===== src/rtl/tiht_ram.sv =====
// Generic simple dual-port RAM: one write port, one read port, registered read.
// No dependencies.
module tiht_ram #(
    parameter int WIDTH = 8,
    parameter int DEPTH = 64
) (
    input  logic                                     i_clk,
    input  logic                                     i_we,
    input  logic [(DEPTH > 1 ? $clog2(DEPTH) : 1)-1:0] i_waddr,
    input  logic [WIDTH-1:0]                         i_wdata,
    input  logic [(DEPTH > 1 ? $clog2(DEPTH) : 1)-1:0] i_raddr,
    output logic [WIDTH-1:0]                         o_rdata
);
    logic [WIDTH-1:0] r_mem [DEPTH];
    logic [WIDTH-1:0] r_rdata;

    always_ff @(posedge i_clk) begin
        if (i_we) begin
            r_mem[i_waddr] <= i_wdata;
        end
        r_rdata <= r_mem[i_raddr];
    end

    assign o_rdata = r_rdata;
endmodule


===== config.mk =====
export PLATFORM = sky130hd
export DESIGN_NAME = tiht_ram
export DESIGN_NICKNAME = d
export VERILOG_FILES = /design/src/rtl/tiht_ram.sv
export SDC_FILE = /design/constraint.sdc
export NUM_CORES = 1
export LEC_CHECK = 0
export BUFFER_PORTS_ARGS = -buffer_cell sky130_fd_sc_hd__buf_2
export CORE_UTILIZATION = 45
export DETAILED_ROUTE_END_ITERATION = 8
export GPL_ROUTABILITY_DRIVEN = 0
export PLACE_DENSITY_LB_ADDON = 0.2
export SYNTH_ARGS = -nofsm -noshare
export SYNTH_HDL_FRONTEND = slang
export SYNTH_SLANG_ARGS = --single-unit

===== constraint.sdc =====
create_clock -name i_clk -period 2 [get_ports i_clk]
set_clock_uncertainty 0.2 [all_clocks]
set_input_delay 0.2 -clock i_clk [delete_from_list [all_inputs] [get_ports i_clk]]
set_output_delay 0.2 -clock i_clk [all_outputs]
set_load 0.02 [all_outputs]

==> Yosys cells after proc, flatten, opt, wreduce, memory -nomap -nowiden <==
Memories as Yosys holds them, arrays and structs flattened. A register that Yosys moved wholly into a read port is not among the register bits.
Cells that the tools add are included.
{ "word_totals": {"ff_bits": 0, "ram_bits": 512, "inputBits": 22, "out_inout_bits": 8, "word_cells": 3, "memories": 1} }
{ "classes": {"mux": 2} }
{ "mem_list": {"columns": ["name", "words", "word_bits", "read_ports", "rd_clocked_by_memory_dff", "write_ports", "line", "source"], "rows": [
  ["r_mem", 64, 8, 1, 1, 1, "14", "logic [WIDTH-1:0] r_mem [DEPTH];"]
]} }
{ "ops": {"columns": ["operator", "count"], "rows": [
  ["two-way mux 1 bit", 2]
]} }

==> Depth between registers and ports, before layout <==
{ "depth": {"word_depth": 2, "depth_mapped": 9, "mapped_depth_nobuf": 5} }

==> Worst setup path before layout <==
No wires, ideal clock.
{ "synth_timing": {"path_type": "input to register", "start": "input port i_raddr[1] in the netlist's numbering", "end": "register r_rdata[3], in the netlist o_rdata[3], read port of r_mem", "setup_ns": 0.128, "arrival_time_ns": 1.740, "required_time_ns": 1.672, "path_slack_ns": -0.068, "stages": 7, "n_path_buf": 3, "path_cell_list": "buf_4 -> buf_2 -> buf_2 -> mux4_2 -> mux4_2 -> o21ai_1 -> o41ai_1"} }
{ "synth_lines": {"columns": ["element", "line", "source"], "rows": [
  ["from (decl)", "11", "input logic [(DEPTH > 1 ? $clog2(DEPTH) : 1)-1:0] i_raddr,"],
  ["to (decl)", "15", "logic [WIDTH-1:0] r_rdata;"]
]} }

==> impl_metrics.tcl <==
set metrics [dict create \
    grt_pass1_wl_um 68100 \
    wl_um 46000 \
    crit_chain "mux4_2, mux2_4, o221a_4, nor3_2, buf_4, o32ai_2" \
    final_cell_count_no_fill 1788 \
    pre_cts_slack_ns -0.794 \
    synth-seq-cells 520 \
    synth_fp_nets 962 \
    whs_path_depth 4 \
    async_flop_share_pct 0 \
    die_h_um 214 \
    gr-usage-all-layers_pct 21.2 \
    cts_tree "done" \
    grt.met2_usage_pct 32.9 \
    cts_sinks 520 \
    portBuffers 29 \
    grt_pass1_vias 10300 \
    drc_errors 0 \
    first_pass_iters 5 \
    synth_edf_count 512 \
    post_drt_wl_per_cell_um 25.7 \
    reg2reg_depth 6 \
    dp_cells 1686 \
    final.min_clock_period_ns 2.10 \
    grt_use_met1_pct 30.0 \
    coreArea_mm2 0.0442 \
    ant_nets 0 \
    cp_slowest_cell "mux4_2" \
    nets 1177 \
    slew_headroom_pct 21.3 \
    syn_inst 940 \
    avgViaCountPerCell 5.55 \
    cts_max_level 2 \
    grt.busiest_layer "met2" \
    leakage_nw 7.91 \
    cp_data_arrival_time_ns 2.36 \
    clk_pin_slew_ns 0.06 \
    grt_start_max_net_pins 65 \
    grt_overflow 0 \
    powerDensity_mw_per_mm2 950 \
    initial_core_util_pct 45.6 \
    whs_endpoint "r_mem[5][5]" \
    final.setup.worst_slack_ns -0.103 \
    clockBufferDepth 3 \
    rrSetupSlack_ns -0.10 \
    drtIter0Drc 930 \
    area_delta_synth_final_pct 19.7 \
    syn_avg_cell_area_um2 21.5 \
    ys_seq_area_share_pct 77.0 \
    clk_latency_ns 0.60 \
    fmax_ghz 0.476 \
    ys.flop_type "edfxtp_1" \
    max-cap-violations 0 \
    die_w_um 214 \
    cts_buffers 54 \
    num_io_pins 30 \
    yosys_warnings 0 \
    die_area_mm2 0.0457 \
    drive_gt1_share_pct 36.7 \
    rsz0062_at_grt "yes" \
    grt_antenna_before_repair 1 \
    vias 9926 \
    synth_cell_types 40 \
    place_hpwl_um 29500 \
    timing.final.crit_share_pct 105 \
    rows 77 \
    crit_type "flop to flop" \
    met3_usage_pct 3.95 \
    critPathBufInv 1 \
    slew_viol_final 0 \
    hold_path.class "input pin to flop" \
    max_stage_delay_ns 0.48 \
    clockRootBuffer "clkbuf_16" \
    final_hold_viol_count 0 \
    start_kind "flop" \
    setup_viol 6 \
    hold_start "i_waddr[0]" \
    r2r_end "o_rdata[6]" \
    syn_area_mm2 0.0202 \
    r2r-start "r_mem[21][6]" \
    status "finished, violations left" \
    violations "negative setup slack" \
    ir_worst_vdd_uv 619 \
    cp_max_fo 1 \
    required_ns 2.26 \
    max_slew.worst_pin.slew_ns 1.18 \
    path_delay_family "multiplexers" \
    cp-end-kind "flop" \
]
==> sequential cells by signal, summed over array words and instances, names as in the netlist <==
name,cells
r_mem,512
o_rdata,8
==> repair_timing <==
action                                  4_1_cts  5_1_grt
pin swaps                                     4        8
endpoints found under the setup margin        8        8
resized for setup                            20        9
hold endpoints to repair                    220        0
buffers inserted                              0        0
hold buffers                                  6        0
==> where the power goes <==
group | internal (W) | switching [W]
sequential | 0.0121 | 0.0000314
combinational | 0.000583 | 0.000764
clock | 0.00548 | 0.00403
==> through the flow <==
step | utilization [%] | hold slack (ns) | power [W] | area, µm² | TNS, ns
after global routing | 54.6 | 0.0618 | 0.0236 | 24100 | -0.639
after floorplan | - | 0.0989 | 0.0130 | 20200 | 0
after global placement | 50.4 | 0.432 | 0.0136 | 22300 | -3.97
after CTS | 54.5 | 0.0136 | 0.0232 | 24100 | -0.362
after detailed placement | 50.4 | 0.426 | 0.0136 | 22300 | -4.14
final | 54.6 | 0.0483 | 0.0229 | 24100 | -0.396
==> worst min-delay path, stage by stage <==
cell and delay, ns:
buf_2 0.14, nand3_1 0.11, buf_4 0.15, nor2_1 0.06
==> logic make-up after synthesis <==
kind of cell	Yosys count	share of synthesized area, %
AO/OA/AOI/OAI	54	2.07
AND/OR/NAND/NOR	153	3.39
multiplexers	162	15.9
flip-flops	520	77.0
buffers and inverters	51	1.57
==> worst max path at each step <==
stage	from	endpoint	slack (ns)	cells past startpoint
after floorplan	i_raddr[0]	o_rdata[3]	0.009	6
after global placement	i_raddr[0]	o_rdata[7]	-0.78	6
after detailed placement	i_raddr[0]	o_rdata[7]	-0.79	6
after CTS	r_mem[20][6]	o_rdata[6]	-0.1	6
after global routing	r_mem[16][6]	o_rdata[6]	-0.14	6
final	r_mem[21][6]	o_rdata[6]	-0.10	6
==> metal layers <==
metal  vias up  part of all wire (%)
met2       255                    47
met1      5246                    44
met5         -                     0
li1       4351                     -
met4         0                   2.7
met3        74                   5.5
==> final cells by class <==
cell class / instances / area [µm²]
flip-flops and latches: 520 / 15500
diodes: 1 / 2.50
well taps: 592 / 741
repair buffers: 210 / 1730
clock buffers: 71 / 1500
multi-input cells: 369 / 4460
clock inverters: 25 / 176
fillers: 3423 / 20100
==> synth_stat cells (3+ instances only) <==
cell type,count,area (µm²)
nor2b_1,14,87.6
mux2_2,13,146
clkbuf_1,17,63.8
nand3b_1,3,22.5
a211oi_1,4,30.0
a21oi_1,3,15.0
buf_1,4,15.0
o2bb2ai_1,3,26.3
a221oi_1,6,52.6
mux2i_1,23,230
nor3_1,7,35.0
nand3_1,13,65.1
dfxtp_1,8,160
mux4_2,126,2840
buf_4,13,97.6
buf_6,4,45.0
o2111ai_1,3,26.3
a22oi_1,3,22.5
nor2_1,83,312
o22ai_1,8,50.1
buf_2,11,55.1
edfxtp_1,512,15400
nand2_1,19,71.3
o221ai_1,8,70.1
nand2b_1,7,43.8
==> cells in the final DEF, fill, tap and decap left out, drive strengths merged, types with 4 or more instances in the layout <==
| cell | Yosys | final |
|---|---|---|
| mux2 | 13 | 13 |
| nor2 | 83 | 83 |
| nand2b | 7 | 7 |
| clkinv | 0 | 20 |
| nor3 | 7 | 7 |
| buf | 34 | 203 |
| o221ai | 8 | 8 |
| o21ai | 4 | 4 |
| mux4 | 126 | 126 |
| a211oi | 4 | 4 |
| edfxtp | 512 | 512 |
| a221oi | 6 | 6 |
| o22ai | 8 | 8 |
| dfxtp | 8 | 8 |
| nand3 | 13 | 13 |
| nor2b | 14 | 14 |
| mux2i | 23 | 23 |
| nand2 | 19 | 19 |
| dlygate4sd3 | 0 | 6 |
| clkbuf | 17 | 72 |
No activity file was read; power rests on OpenSTA's default activity.
